`src/design/pacc_pkg.sv`:
```
// Shared types, constants and lookup functions of the packed archive chain checker.
package pacc_pkg;

  localparam int unsigned HDR_LEN = 41;

  localparam logic [3:0] ST_OK        = 4'd0;
  localparam logic [3:0] ST_BANNER    = 4'd1;
  localparam logic [3:0] ST_MARK      = 4'd2;
  localparam logic [3:0] ST_VERSION   = 4'd3;
  localparam logic [3:0] ST_METHOD    = 4'd4;
  localparam logic [3:0] ST_RESERVED  = 4'd5;
  localparam logic [3:0] ST_LENGTH    = 4'd6;
  localparam logic [3:0] ST_SHORT     = 4'd7;
  localparam logic [3:0] ST_ZERO_PLN  = 4'd8;
  localparam logic [3:0] ST_RATIO     = 4'd9;
  localparam logic [3:0] ST_NAME      = 4'd10;
  localparam logic [3:0] ST_COUNT     = 4'd11;
  localparam logic [3:0] ST_TRUNCATED = 4'd12;

  localparam logic [1:0] REG_MAX_LENGTH  = 2'd0;
  localparam logic [1:0] REG_MAX_RATIO   = 2'd1;
  localparam logic [1:0] REG_RATIO_SLACK = 2'd2;
  localparam logic [1:0] REG_MAX_MEMBERS = 2'd3;

  localparam logic [7:0] EOF_MARK    = 8'h1a;
  localparam logic [7:0] VERSION_ID  = 8'h03;
  localparam logic [7:0] METHOD_ID   = 8'h00;
  localparam logic [7:0] CHAR_LOW    = 8'h20;
  localparam logic [7:0] CHAR_HIGH   = 8'h7e;

  typedef enum logic {PH_HEADER, PH_PAYLOAD} phase_e;

  // One result waiting in the queue; the timestamp is still in DOS form.
  typedef struct packed {
    logic        kind;
    logic [16:0] idx;
    logic [31:0] hoff;
    logic [28:0] packed_sz;
    logic [28:0] plain_sz;
    logic [3:0]  nlen;
    logic [31:0] alen;
    logic [3:0]  status;
    logic        last;
    logic [15:0] date;
    logic [15:0] tod;
  } res_t;

  // Up to two results written by one beat.
  typedef struct packed {
    logic [1:0] n;
    res_t       a;
    res_t       b;
  } wr_t;

  typedef struct packed {
    logic        kind;
    logic [16:0] idx;
    logic [31:0] hoff;
    logic [28:0] packed_sz;
    logic [28:0] plain_sz;
    logic [32:0] unix;
    logic [3:0]  nlen;
    logic [31:0] alen;
    logic [3:0]  status;
    logic        last;
  } out_t;

  function automatic logic [7:0] banner_byte(input logic [3:0] p);
    logic [7:0] c;
    case (p)
      4'd0:    c = 8'h20;
      4'd1:    c = 8'h45;
      4'd2:    c = 8'h44;
      4'd3:    c = 8'h43;
      4'd4:    c = 8'h20;
      4'd5:    c = 8'h50;
      4'd6:    c = 8'h61;
      4'd7:    c = 8'h63;
      4'd8:    c = 8'h6b;
      4'd9:    c = 8'h65;
      4'd10:   c = 8'h64;
      4'd11:   c = 8'h20;
      default: c = 8'h00;
    endcase
    return c;
  endfunction

  // Days before the first of the given month (1..12), non-leap year.
  function automatic logic [8:0] month_days(input logic [3:0] mo);
    logic [8:0] d;
    case (mo)
      4'd1:    d = 9'd0;
      4'd2:    d = 9'd31;
      4'd3:    d = 9'd59;
      4'd4:    d = 9'd90;
      4'd5:    d = 9'd120;
      4'd6:    d = 9'd151;
      4'd7:    d = 9'd181;
      4'd8:    d = 9'd212;
      4'd9:    d = 9'd243;
      4'd10:   d = 9'd273;
      4'd11:   d = 9'd304;
      4'd12:   d = 9'd334;
      default: d = 9'd0;
    endcase
    return d;
  endfunction

endpackage

```
`src/design/pacc_front.sv`:
```
// Front end: configuration registers and the per-beat header walker.
module pacc_front import pacc_pkg::*; #(
  parameter int unsigned OFFSET_BITS = 32,
  parameter int unsigned LENGTH_BITS = 28
) (
  input  logic        clk_i,
  input  logic        rst_ni,
  input  logic        accept_i,
  input  logic [7:0]  data_byte_i,
  input  logic        end_of_file_i,
  input  logic        cfg_we_i,
  input  logic [1:0]  cfg_index_i,
  input  logic [28:0] cfg_data_i,
  output wr_t         wr_o
);

  localparam logic [32:0] LIM_CAP = 33'd1 << LENGTH_BITS;

  logic [28:0] max_length_q;
  logic [10:0] max_ratio_q;
  logic [15:0] ratio_slack_q;
  logic [16:0] max_members_q;

  phase_e                 phase_q, phase_d;
  logic [LENGTH_BITS-1:0] pos_q, pos_d;
  logic [OFFSET_BITS-1:0] off_q, off_d, mstart_q, mstart_d;
  logic [31:0]            mlen_q, mlen_d, plen_q, plen_d;
  logic [15:0]            time_q, time_d, date_q, date_d;
  logic [3:0]             ncount_q, ncount_d;
  logic                   nended_q, nended_d;
  logic [16:0]            mcount_q, mcount_d;
  logic [3:0]             err_q, err_d;
  logic [5:0]             bad_q, bad_d;  // banner, mark, version, method, reserved, name
  logic [42:0]            prod_q, prod_d;

  logic [5:0]  hpos;
  logic [3:0]  st;
  logic [32:0] lim;
  logic [43:0] ratio_lim;
  logic        rec_v, ver_v;
  logic [3:0]  ver_st;
  res_t        rec, ver;

  always_ff @(posedge clk_i or negedge rst_ni) begin
    if (!rst_ni) begin
      max_length_q  <= 29'h1000_0000;
      max_ratio_q   <= 11'd64;
      ratio_slack_q <= 16'd4096;
      max_members_q <= 17'h1_0000;
    end else if (cfg_we_i) begin
      unique case (cfg_index_i)
        REG_MAX_LENGTH:  max_length_q  <= cfg_data_i;
        REG_MAX_RATIO:   max_ratio_q   <= cfg_data_i[10:0];
        REG_RATIO_SLACK: ratio_slack_q <= cfg_data_i[15:0];
        REG_MAX_MEMBERS: max_members_q <= cfg_data_i[16:0];
        default: ;
      endcase
    end
  end

  // A verdict returns the walker to its reset state.
  always_ff @(posedge clk_i or negedge rst_ni) begin
    if (!rst_ni) begin
      phase_q  <= PH_HEADER;
      pos_q    <= '0;
      off_q    <= '0;
      mstart_q <= '0;
      mlen_q   <= '0;
      plen_q   <= '0;
      time_q   <= '0;
      date_q   <= '0;
      ncount_q <= '0;
      nended_q <= 1'b0;
      mcount_q <= '0;
      err_q    <= '0;
      bad_q    <= '0;
    end else if (ver_v) begin
      phase_q  <= PH_HEADER;
      pos_q    <= '0;
      off_q    <= '0;
      mstart_q <= '0;
      mlen_q   <= '0;
      plen_q   <= '0;
      time_q   <= '0;
      date_q   <= '0;
      ncount_q <= '0;
      nended_q <= 1'b0;
      mcount_q <= '0;
      err_q    <= '0;
      bad_q    <= '0;
    end else begin
      phase_q  <= phase_d;
      pos_q    <= pos_d;
      off_q    <= off_d;
      mstart_q <= mstart_d;
      mlen_q   <= mlen_d;
      plen_q   <= plen_d;
      time_q   <= time_d;
      date_q   <= date_d;
      ncount_q <= ncount_d;
      nended_q <= nended_d;
      mcount_q <= mcount_d;
      err_q    <= err_d;
      bad_q    <= bad_d;
    end
  end

  // Ratio product, formed at header byte 35 once the member length is complete.
  always_ff @(posedge clk_i) begin
    prod_q <= prod_d;
  end

  assign hpos = pos_q[5:0];
  assign lim  = ({4'd0, max_length_q} > LIM_CAP) ? LIM_CAP : {4'd0, max_length_q};
  assign ratio_lim = {1'b0, prod_q} + {28'd0, ratio_slack_q};

  always_comb begin
    phase_d  = phase_q;
    pos_d    = pos_q;
    off_d    = off_q;
    mstart_d = mstart_q;
    mlen_d   = mlen_q;
    plen_d   = plen_q;
    time_d   = time_q;
    date_d   = date_q;
    ncount_d = ncount_q;
    nended_d = nended_q;
    mcount_d = mcount_q;
    err_d    = err_q;
    bad_d    = bad_q;
    prod_d   = prod_q;
    rec_v    = 1'b0;
    ver_v    = 1'b0;
    st       = ST_OK;
    ver_st   = ST_OK;
    if (accept_i) begin
      off_d = off_q + 1'b1;
      if (err_q == ST_OK) begin
        unique case (phase_q)
          PH_HEADER: begin
            if (hpos == 6'd0 && mcount_q >= max_members_q) begin
              err_d = ST_COUNT;
            end else begin
              if (hpos == 6'd0) begin
                mstart_d = off_q;
                mlen_d   = '0;
                plen_d   = '0;
                time_d   = '0;
                date_d   = '0;
                ncount_d = '0;
                nended_d = 1'b0;
                bad_d    = '0;
              end
              if (hpos < 6'd12) begin
                if (data_byte_i != banner_byte(hpos[3:0])) bad_d[0] = 1'b1;
              end else if (hpos < 6'd24) begin
                if (nended_d) begin
                  if (data_byte_i != 8'd0) bad_d[5] = 1'b1;
                end else if (data_byte_i == 8'd0) begin
                  nended_d = 1'b1;
                end else begin
                  if (data_byte_i < CHAR_LOW || data_byte_i > CHAR_HIGH) bad_d[5] = 1'b1;
                  ncount_d = ncount_d + 1'b1;
                end
              end else begin
                case (hpos)
                  6'd24: if (data_byte_i != EOF_MARK) bad_d[1] = 1'b1;
                  6'd25: if (data_byte_i != VERSION_ID) bad_d[2] = 1'b1;
                  6'd26: if (data_byte_i != METHOD_ID) bad_d[3] = 1'b1;
                  6'd27: plen_d[7:0]   = data_byte_i;
                  6'd28: plen_d[15:8]  = data_byte_i;
                  6'd29: plen_d[23:16] = data_byte_i;
                  6'd30: plen_d[31:24] = data_byte_i;
                  6'd31: mlen_d[7:0]   = data_byte_i;
                  6'd32: mlen_d[15:8]  = data_byte_i;
                  6'd33: mlen_d[23:16] = data_byte_i;
                  6'd34: mlen_d[31:24] = data_byte_i;
                  6'd35, 6'd36: if (data_byte_i != 8'd0) bad_d[4] = 1'b1;
                  6'd37: time_d[7:0]   = data_byte_i;
                  6'd38: time_d[15:8]  = data_byte_i;
                  6'd39: date_d[7:0]   = data_byte_i;
                  default: date_d[15:8] = data_byte_i;
                endcase
              end
              if (hpos == 6'd35) begin
                prod_d = 43'(mlen_q - 32'd41) * 43'(max_ratio_q);
              end
              if (hpos == 6'(HDR_LEN - 1)) begin
                if (bad_d[0])                                st = ST_BANNER;
                else if (bad_d[1])                           st = ST_MARK;
                else if (bad_d[2])                           st = ST_VERSION;
                else if (bad_d[3])                           st = ST_METHOD;
                else if (bad_d[4])                           st = ST_RESERVED;
                else if ({1'b0, mlen_d} > lim)               st = ST_LENGTH;
                else if (mlen_d <= 32'(HDR_LEN))             st = ST_SHORT;
                else if ({1'b0, plen_d} > lim)               st = ST_LENGTH;
                else if (plen_d == 32'd0)                    st = ST_ZERO_PLN;
                else if ({12'd0, plen_d} > ratio_lim)        st = ST_RATIO;
                else if (bad_d[5] || ncount_d == 4'd0)       st = ST_NAME;
                pos_d = '0;
                if (st != ST_OK) begin
                  err_d = st;
                end else begin
                  rec_v    = 1'b1;
                  mcount_d = mcount_q + 1'b1;
                  phase_d  = PH_PAYLOAD;
                  pos_d    = LENGTH_BITS'(mlen_d - 32'(HDR_LEN));
                end
              end else begin
                pos_d = LENGTH_BITS'(hpos + 6'd1);
              end
            end
          end
          PH_PAYLOAD: begin
            pos_d = pos_q - 1'b1;
            if (pos_q == LENGTH_BITS'(1)) phase_d = PH_HEADER;
          end
          default: ;
        endcase
      end
      if (end_of_file_i) begin
        ver_v = 1'b1;
        if (err_d != ST_OK) ver_st = err_d;
        else if (phase_d == PH_HEADER && pos_d == '0 && mcount_d != '0) ver_st = ST_OK;
        else ver_st = ST_TRUNCATED;
      end
    end
  end

  always_comb begin
    rec.kind      = 1'b0;
    rec.idx       = mcount_q;
    rec.hoff      = 32'(mstart_d);
    rec.packed_sz = 29'(mlen_d - 32'(HDR_LEN));
    rec.plain_sz  = plen_d[28:0];
    rec.nlen      = ncount_d;
    rec.alen      = 32'(off_d);
    rec.status    = ST_OK;
    rec.last      = !ver_v;
    rec.date      = date_d;
    rec.tod       = time_d;

    ver.kind      = 1'b1;
    ver.idx       = mcount_d;
    ver.hoff      = 32'(mstart_d);
    ver.packed_sz = '0;
    ver.plain_sz  = '0;
    ver.nlen      = '0;
    ver.alen      = 32'(off_d);
    ver.status    = ver_st;
    ver.last      = 1'b1;
    ver.date      = '0;  // month zero: timestamp comes out as zero
    ver.tod       = '0;

    wr_o.n = 2'd0;
    wr_o.a = rec;
    wr_o.b = ver;
    if (rec_v && ver_v) wr_o.n = 2'd2;
    else if (rec_v) wr_o.n = 2'd1;
    else if (ver_v) begin
      wr_o.n = 2'd1;
      wr_o.a = ver;
    end
  end

  assert property (@(posedge clk_i) disable iff (!rst_ni)
    phase_q == PH_PAYLOAD |-> pos_q != '0)
    else $error("payload phase with nothing left to skip");
  assert property (@(posedge clk_i) disable iff (!rst_ni)
    err_q != ST_OK |-> phase_q == PH_HEADER)
    else $error("error latched outside header phase");

endmodule

```
`src/design/pacc_fifo.sv`:
```
// Four-entry result queue between front and back; takes up to two writes a beat.
module pacc_fifo import pacc_pkg::*; (
  input  logic clk_i,
  input  logic rst_ni,
  input  wr_t  wr_i,
  input  logic rd_i,
  output res_t rd_data_o,
  output logic rd_valid_o,
  output logic room_o
);

  res_t       mem_q [4];
  logic [1:0] wptr_q, rptr_q;
  logic [2:0] count_q;

  always_ff @(posedge clk_i) begin
    if (wr_i.n != 2'd0) mem_q[wptr_q] <= wr_i.a;
    if (wr_i.n == 2'd2) mem_q[wptr_q + 2'd1] <= wr_i.b;
  end

  always_ff @(posedge clk_i or negedge rst_ni) begin
    if (!rst_ni) begin
      wptr_q  <= '0;
      rptr_q  <= '0;
      count_q <= '0;
    end else begin
      wptr_q  <= wptr_q + wr_i.n;
      rptr_q  <= rptr_q + 2'(rd_i);
      count_q <= count_q + 3'(wr_i.n) - 3'(rd_i);
    end
  end

  assign rd_data_o  = mem_q[rptr_q];
  assign rd_valid_o = count_q != 3'd0;
  assign room_o     = count_q <= 3'd2;

  assert property (@(posedge clk_i) disable iff (!rst_ni) count_q <= 3'd4)
    else $error("queue overfilled");
  assert property (@(posedge clk_i) disable iff (!rst_ni) wr_i.n == 2'd2 |-> count_q <= 3'd2)
    else $error("double write without room");

endmodule

```
`src/design/pacc_back.sv`:
```
// Back end: DOS timestamp conversion over two stages, the second of which is the result register.
module pacc_back import pacc_pkg::*; (
  input  logic clk_i,
  input  logic rst_ni,
  input  res_t head_i,
  input  logic head_valid_i,
  output logic head_pop_o,
  input  logic pop_i,
  output logic empty_o,
  output out_t res_o
);

  res_t        s1_q;
  logic        s1_v_q, s2_v_q;
  logic [16:0] days_q;
  logic [16:0] secs_q;
  logic        ok_q;
  out_t        s2_q;
  logic        s1_ld, s2_ld;

  assign s2_ld      = !s2_v_q || pop_i;
  assign s1_ld      = !s1_v_q || s2_ld;
  assign head_pop_o = head_valid_i && s1_ld;

  logic [6:0]  yo;
  logic [3:0]  mo;
  logic [4:0]  dy, hr;
  logic [5:0]  mi, sc;
  logic        leap, ok;
  logic [16:0] days, secs;

  always_comb begin
    yo   = head_i.date[15:9];
    mo   = head_i.date[8:5];
    dy   = head_i.date[4:0];
    hr   = head_i.tod[15:11];
    mi   = head_i.tod[10:5];
    sc   = {head_i.tod[4:0], 1'b0};
    leap = (yo[1:0] == 2'd0) && (yo != 7'd120);  // 2100 is not a leap year
    ok   = mo >= 4'd1 && mo <= 4'd12 && dy != 5'd0 && hr <= 5'd23 && mi <= 6'd59 &&
           sc <= 6'd59;
    // 3652 days from 1970 to 1980, then whole years and their leap days since 1980
    days = 17'd3652 + 17'(yo) * 17'd365 + 17'((8'(yo) + 8'd3) >> 2)
         - 17'(yo > 7'd120) + 17'(month_days(mo)) + 17'(mo > 4'd2 && leap)
         + 17'(dy) - 17'd1;
    secs = 17'(hr) * 17'd3600 + 17'(mi) * 17'd60 + 17'(sc);
  end

  always_ff @(posedge clk_i) begin
    if (s1_ld) begin
      s1_q   <= head_i;
      days_q <= days;
      secs_q <= secs;
      ok_q   <= ok;
    end
    if (s2_ld) begin
      s2_q.kind      <= s1_q.kind;
      s2_q.idx       <= s1_q.idx;
      s2_q.hoff      <= s1_q.hoff;
      s2_q.packed_sz <= s1_q.packed_sz;
      s2_q.plain_sz  <= s1_q.plain_sz;
      s2_q.unix      <= ok_q ? 33'(days_q) * 33'd86400 + 33'(secs_q) : 33'd0;
      s2_q.nlen      <= s1_q.nlen;
      s2_q.alen      <= s1_q.alen;
      s2_q.status    <= s1_q.status;
      s2_q.last      <= s1_q.last;
    end
  end

  always_ff @(posedge clk_i or negedge rst_ni) begin
    if (!rst_ni) begin
      s1_v_q <= 1'b0;
      s2_v_q <= 1'b0;
    end else begin
      if (s1_ld) s1_v_q <= head_valid_i;
      if (s2_ld) s2_v_q <= s1_v_q;
    end
  end

  assign empty_o = !s2_v_q;
  assign res_o   = s2_q;

  assert property (@(posedge clk_i) disable iff (!rst_ni) s2_v_q && !pop_i |=> s2_v_q)
    else $error("result dropped before pop");

endmodule

```
`src/design/packed_archive_chain_checker_unit.sv`:
```
// Top level of the packed archive chain checker: front walker, result queue, back end.
// Takes one byte per cycle while full is low; full rises when fewer than two queue
// slots are free. A result passes from the queue, written at the edge that takes its byte,
// through the conversion stage to the result register; one result a cycle while pop is high.
// A byte that completes a header and ends the stream gives two results on two pops.
// Reset is asynchronous: walker state and queue clear at once, the configuration
// registers return to their defaults; no clearing pass.
module packed_archive_chain_checker_unit import pacc_pkg::*; #(
  parameter int unsigned OFFSET_BITS = 32,
  parameter int unsigned LENGTH_BITS = 28
) (
  input  logic        clk_i,
  input  logic        rst_ni,
  input  logic        push,
  output logic        full,
  input  logic [7:0]  data_byte_i,
  input  logic        end_of_file_i,
  output logic        empty,
  input  logic        pop,
  output logic        record_kind_o,
  output logic [16:0] member_index_o,
  output logic [31:0] header_offset_o,
  output logic [28:0] packed_size_o,
  output logic [28:0] plain_size_o,
  output logic [32:0] unix_time_o,
  output logic [3:0]  name_length_o,
  output logic [31:0] archive_length_o,
  output logic [3:0]  status_o,
  output logic        last_result_o,
  input  logic        cfg_valid_i,
  output logic        cfg_ready_o,
  input  logic [1:0]  cfg_index_i,
  input  logic [28:0] cfg_data_i
);

  wr_t  wr;
  res_t head;
  logic head_valid, head_pop, room;
  out_t res;

  assign full        = !room;
  assign cfg_ready_o = 1'b1;

  pacc_front #(
    .OFFSET_BITS(OFFSET_BITS),
    .LENGTH_BITS(LENGTH_BITS)
  ) u_front (
    .clk_i        (clk_i),
    .rst_ni       (rst_ni),
    .accept_i     (push && room),
    .data_byte_i  (data_byte_i),
    .end_of_file_i(end_of_file_i),
    .cfg_we_i     (cfg_valid_i && cfg_ready_o),
    .cfg_index_i  (cfg_index_i),
    .cfg_data_i   (cfg_data_i),
    .wr_o         (wr)
  );

  pacc_fifo u_fifo (
    .clk_i     (clk_i),
    .rst_ni    (rst_ni),
    .wr_i      (wr),
    .rd_i      (head_pop),
    .rd_data_o (head),
    .rd_valid_o(head_valid),
    .room_o    (room)
  );

  pacc_back u_back (
    .clk_i       (clk_i),
    .rst_ni      (rst_ni),
    .head_i      (head),
    .head_valid_i(head_valid),
    .head_pop_o  (head_pop),
    .pop_i       (pop),
    .empty_o     (empty),
    .res_o       (res)
  );

  assign record_kind_o    = res.kind;
  assign member_index_o   = res.idx;
  assign header_offset_o  = res.hoff;
  assign packed_size_o    = res.packed_sz;
  assign plain_size_o     = res.plain_sz;
  assign unix_time_o      = res.unix;
  assign name_length_o    = res.nlen;
  assign archive_length_o = res.alen;
  assign status_o         = res.status;
  assign last_result_o    = res.last;

endmodule

```
`config.mk`:
```
export PLATFORM = sky130hd
export DESIGN_NAME = packed_archive_chain_checker_unit
export DESIGN_NICKNAME = d
export VERILOG_FILES = /design/src/design/pacc_pkg.sv /design/src/design/pacc_front.sv /design/src/design/pacc_fifo.sv /design/src/design/pacc_back.sv /design/src/design/packed_archive_chain_checker_unit.sv
export SDC_FILE = /design/constraint.sdc
export NUM_CORES = 2
export LEC_CHECK = 0
export BUFFER_PORTS_ARGS = -buffer_cell sky130_fd_sc_hd__buf_2
export CAP_MARGIN = 30
export CORE_ASPECT_RATIO = 1.4
export CORE_MARGIN = 2
export CORE_UTILIZATION = 50
export DETAILED_ROUTE_END_ITERATION = 8
export PLACE_DENSITY_LB_ADDON = 0.05
export REMOVE_ABC_BUFFERS = 1
export SETUP_SLACK_MARGIN = 0.4
export SYNTH_ARGS = -nofsm -noshare
export SYNTH_HDL_FRONTEND = slang
export SYNTH_SLANG_ARGS = --single-unit
```
`constraint.sdc`:
```
create_clock -name clk_i -period 8.1 [get_ports clk_i]
set_input_delay 2.025 -clock clk_i [delete_from_list [all_inputs] [get_ports clk_i]]
set_output_delay 2.025 -clock clk_i [all_outputs]
set_load 0.02 [all_outputs]
```
==> out/results.tsv <==
stage	metric	value	unit
synth	Synth area leaders	edfxtp_1, fa_1, dfxtp_1, dfrtp_1, ha_1	
placement	Placer Congestion	0.958	
setup_path	Critical Path Sink Type	register	
grt	GRT Util Overall	28.9	%
setup_path	CP max stage cell	fa_2	
grt	largest net degree at the start of global routing	114	
synth	cells after synthesis	7286	
cells_and_area	final std cells w/o fill	10100	
grt	vias in the first global route	60500	
cells_and_area	layout cells sized above 1	19.3	%
setup_path	worst path bufs/invs	23	
setup_path	Largest delay share family, worst path	adder cells	
drt	Routed wire per std cell	24.0	um
clock_tree	Root Driver	clkbuf_16	
timing	final setup vio count	0	
die	Die Y	484	um
grt	initial antenna violation count	6	
placement	post-DP HPWL	178000	um
grt	GRT Max-Usage Layer	met2	
drt	drt drc	0	
drt	Total Wirelength	243000	um
clock_tree	Reg clk slew, reported paths	0.07	ns
drt	post-route ant nets	0	
drt	vias after detailed routing	58900	
drt	TritonRoute pass-1 iters	6	
placement	port bufs	227	
grt	GRT overflow	0	
timing	Final Hold Vio Count	0	
setup_path	Worst Path Required	8.66	ns
cells_and_area	most frequent cells in the layout	edfxtp_1, nor2_1, nand2_1	
setup_path	CP dominant cell by count	buf_6	
setup_path	CP max FO	3	
die	die area	168000	um2
setup_path	nature of the critical path startpoint	register	
timing	crit share post-route	99.1	%
grt	met3 usage	3.40	%
cells_and_area	Area growth, synth to finish	16.4	%
clock_tree	htree depth	4	
placement	placed insts	9779	
synth	share of the synthesized area in the top cell type	27.3	%
synth	Yosys reg bits	1434	
status	status	finished, final reports clean	
synth	synth warn	0	
synth	Seq/Total Area, Yosys	45.9	%
setup_path	critical setup path kind	register to register	
setup_path	largest stage delay on the critical path	0.57	ns
cells_and_area	most common cell after layout, fill and taps aside	edfxtp_1	
clock_tree	CTS tree	yes	
synth	EDFF count, synth	747	
drt	drt initial violations	4100	
synth	share of flip-flops with an asynchronous set or reset	21.1	%
synth	Synth area leader	edfxtp_1	
synth	syn_area_per_cell	11.3	um2
clock_tree	CTS Buf Count	143	
timing	Max Clk Rate	125	MHz
grt	grt met1 use	34.8	%
die	Die Width	347	um
die	Core Box Area	164000	um2
die	I/O Pins	230	
cells_and_area	nets@finish	8729	
cells_and_area	sequential cell area	37700	um2
timing	unrepaired setup endpoints after global routing	true	
timing	Slew HR	26.5	%
grt	GR Layer Usage met2	50.9	%
clock_tree	Clock Latency Late Sink	0.82	ns
timing	actual slew at the worst max-slew pin	1.10	ns
clock_tree	clk sinks	1434	
setup_path	Arrival @ worst endpoint	8.58	ns
timing	min Tclk post-route	8.02	ns
die	Starting Density	50.2	%
cells_and_area	footprint of the multi-input gates	41600	um2
synth	library cells used by synthesis	109	
synth	mapped cell area	82200	um2
drt	routed vias/inst	5.82	
die	Core Rows	176	
clock_tree	clk buf depth	3	
synth	top_reg_cell synth	edfxtp_1	
run	maxcap violations	0	
grt	first-pass GRT wire length	369000	um
timing	Max Clock Skew	0.0477	ns
worst_hold_path	worst hold path type	register to register	
timing	fin. max-slew vios	0	
cells_and_area	FILL cells	13900	
-- cell families (layout without fill, tap and decap cells) --
group                    count (synthesis)  after routing  synth area share [%]
multiplexers                           364            364                  7.31
AO/OA/AOI/OAI                         1303           1303                  11.2
other                                    2              4               0.00914
AND/OR/NAND/NOR                       2128           2128                  11.9
XOR/XNOR                               288            288                  3.07
flip-flops                            1434           1434                  45.9
adder cells (fa/ha/maj)                827            827                  16.2
buffers and inverters                  940           1633                  4.39
-- worst register-to-register path: cells and delay by family, from the launching register on --
family                     cells  cell delay (ns)
AOI/OAI and AO/OA              6             1.25
xor gates and xnor gates       1             0.14
adders and majority gates      6             2.69
buffers and inverters         23             2.49
DFF                            1             0.40
and+or+nand+nor                7             0.80
-- sequential cells by signal, indices dropped and copies added, names as in the netlist, 32 cells and up --
signal and flops:
u_front.plen_q 32, u_front.mstart_q 32, u_fifo.mem_q 724, u_front.off_q 32, u_front.mlen_q 32, u_back.res_o 181
u_back.s1_q 149, u_front.prod_q 43
-- layer usage --
| metal | vias up | part of all wire, % |
|---|---|---|
| met3 | 517 | 4.1 |
| met5 | - | 0.019 |
| met4 | 8 | 5.9 |
| met2 | 1683 | 51 |
| li1 | 26900 | - |
| met1 | 29800 | 39 |
-- worst paths after layout --
path	startpoint	end	slack, ns	cells past startpoint
worst min-delay path	u_back.s1_q[38]	u_back.res_o[6]	0.41	0
min in group asynchronous	rst_ni	u_front.max_ratio_q[3]	1.20	1
max in group asynchronous	rst_ni	u_front.off_q[15]	5.48	2
worst max register to register	u_front.mlen_q[0]	u_front.prod_q[27]	0.08	43
worst max-delay path	u_front.mlen_q[0]	u_front.prod_q[27]	0.08	43
worst min register to register	u_back.s1_q[38]	u_back.res_o[6]	0.41	0
-- layout make-up --
class                   count  share of cell area [%]
diodes                      2                 0.00523
clock buffers             204                    4.32
clock inverters            63                   0.774
inverters                 511                    2.03
multi-input cells        4912                    43.4
flip-flops and latches   1434                    39.4
well taps                2136                    2.79
repair buffers            855                    7.21
-- timing repair --
item / 4_1_cts / 5_1_grt
hold buffers: 0 / 0
pin swaps: 73 / 75
buffers inserted: 47 / 20
cloned: 0 / 1
setup endpoints to repair: 256 / 977
resized for setup: 104 / 76
-- Yosys cell counts, drive strengths merged (109+ instances only) --
library cell,count
a22o,341
edfxtp,747
and2,157
nor2,726
nand2,687
inv,510
nand3,115
clkbuf,360
dfrtp,299
o21ai,326
fa,399
mux4,181
xor2,109
xnor2,179
a21oi,180
dfxtp,384
ha,428
-- metrics by stage --
| step | hold slack, ns | setup TNS (ns) | cell area (um2) | utilization [%] | setup slack, ns |
|---|---|---|---|---|---|
| after floorplan | 0.400 | -6958.63 | 80500 | - | -10.27 |
| after global placement | 0.401 | -2.74 | 89400 | 54.6 | -0.474 |
| after detailed placement | 0.405 | -2.40 | 89500 | 54.6 | -0.457 |
| after CTS | 0.405 | 0 | 95200 | 58.1 | 0.0431 |
| after global routing | 0.413 | -0.233 | 95700 | 58.4 | -0.125 |
| final | 0.405 | 0 | 95700 | 58.4 | 0.0753 |
Power is left out: the tool's default activity adds up to more than one toggle a clock period on the data nets, which glitch-free logic cannot reach.
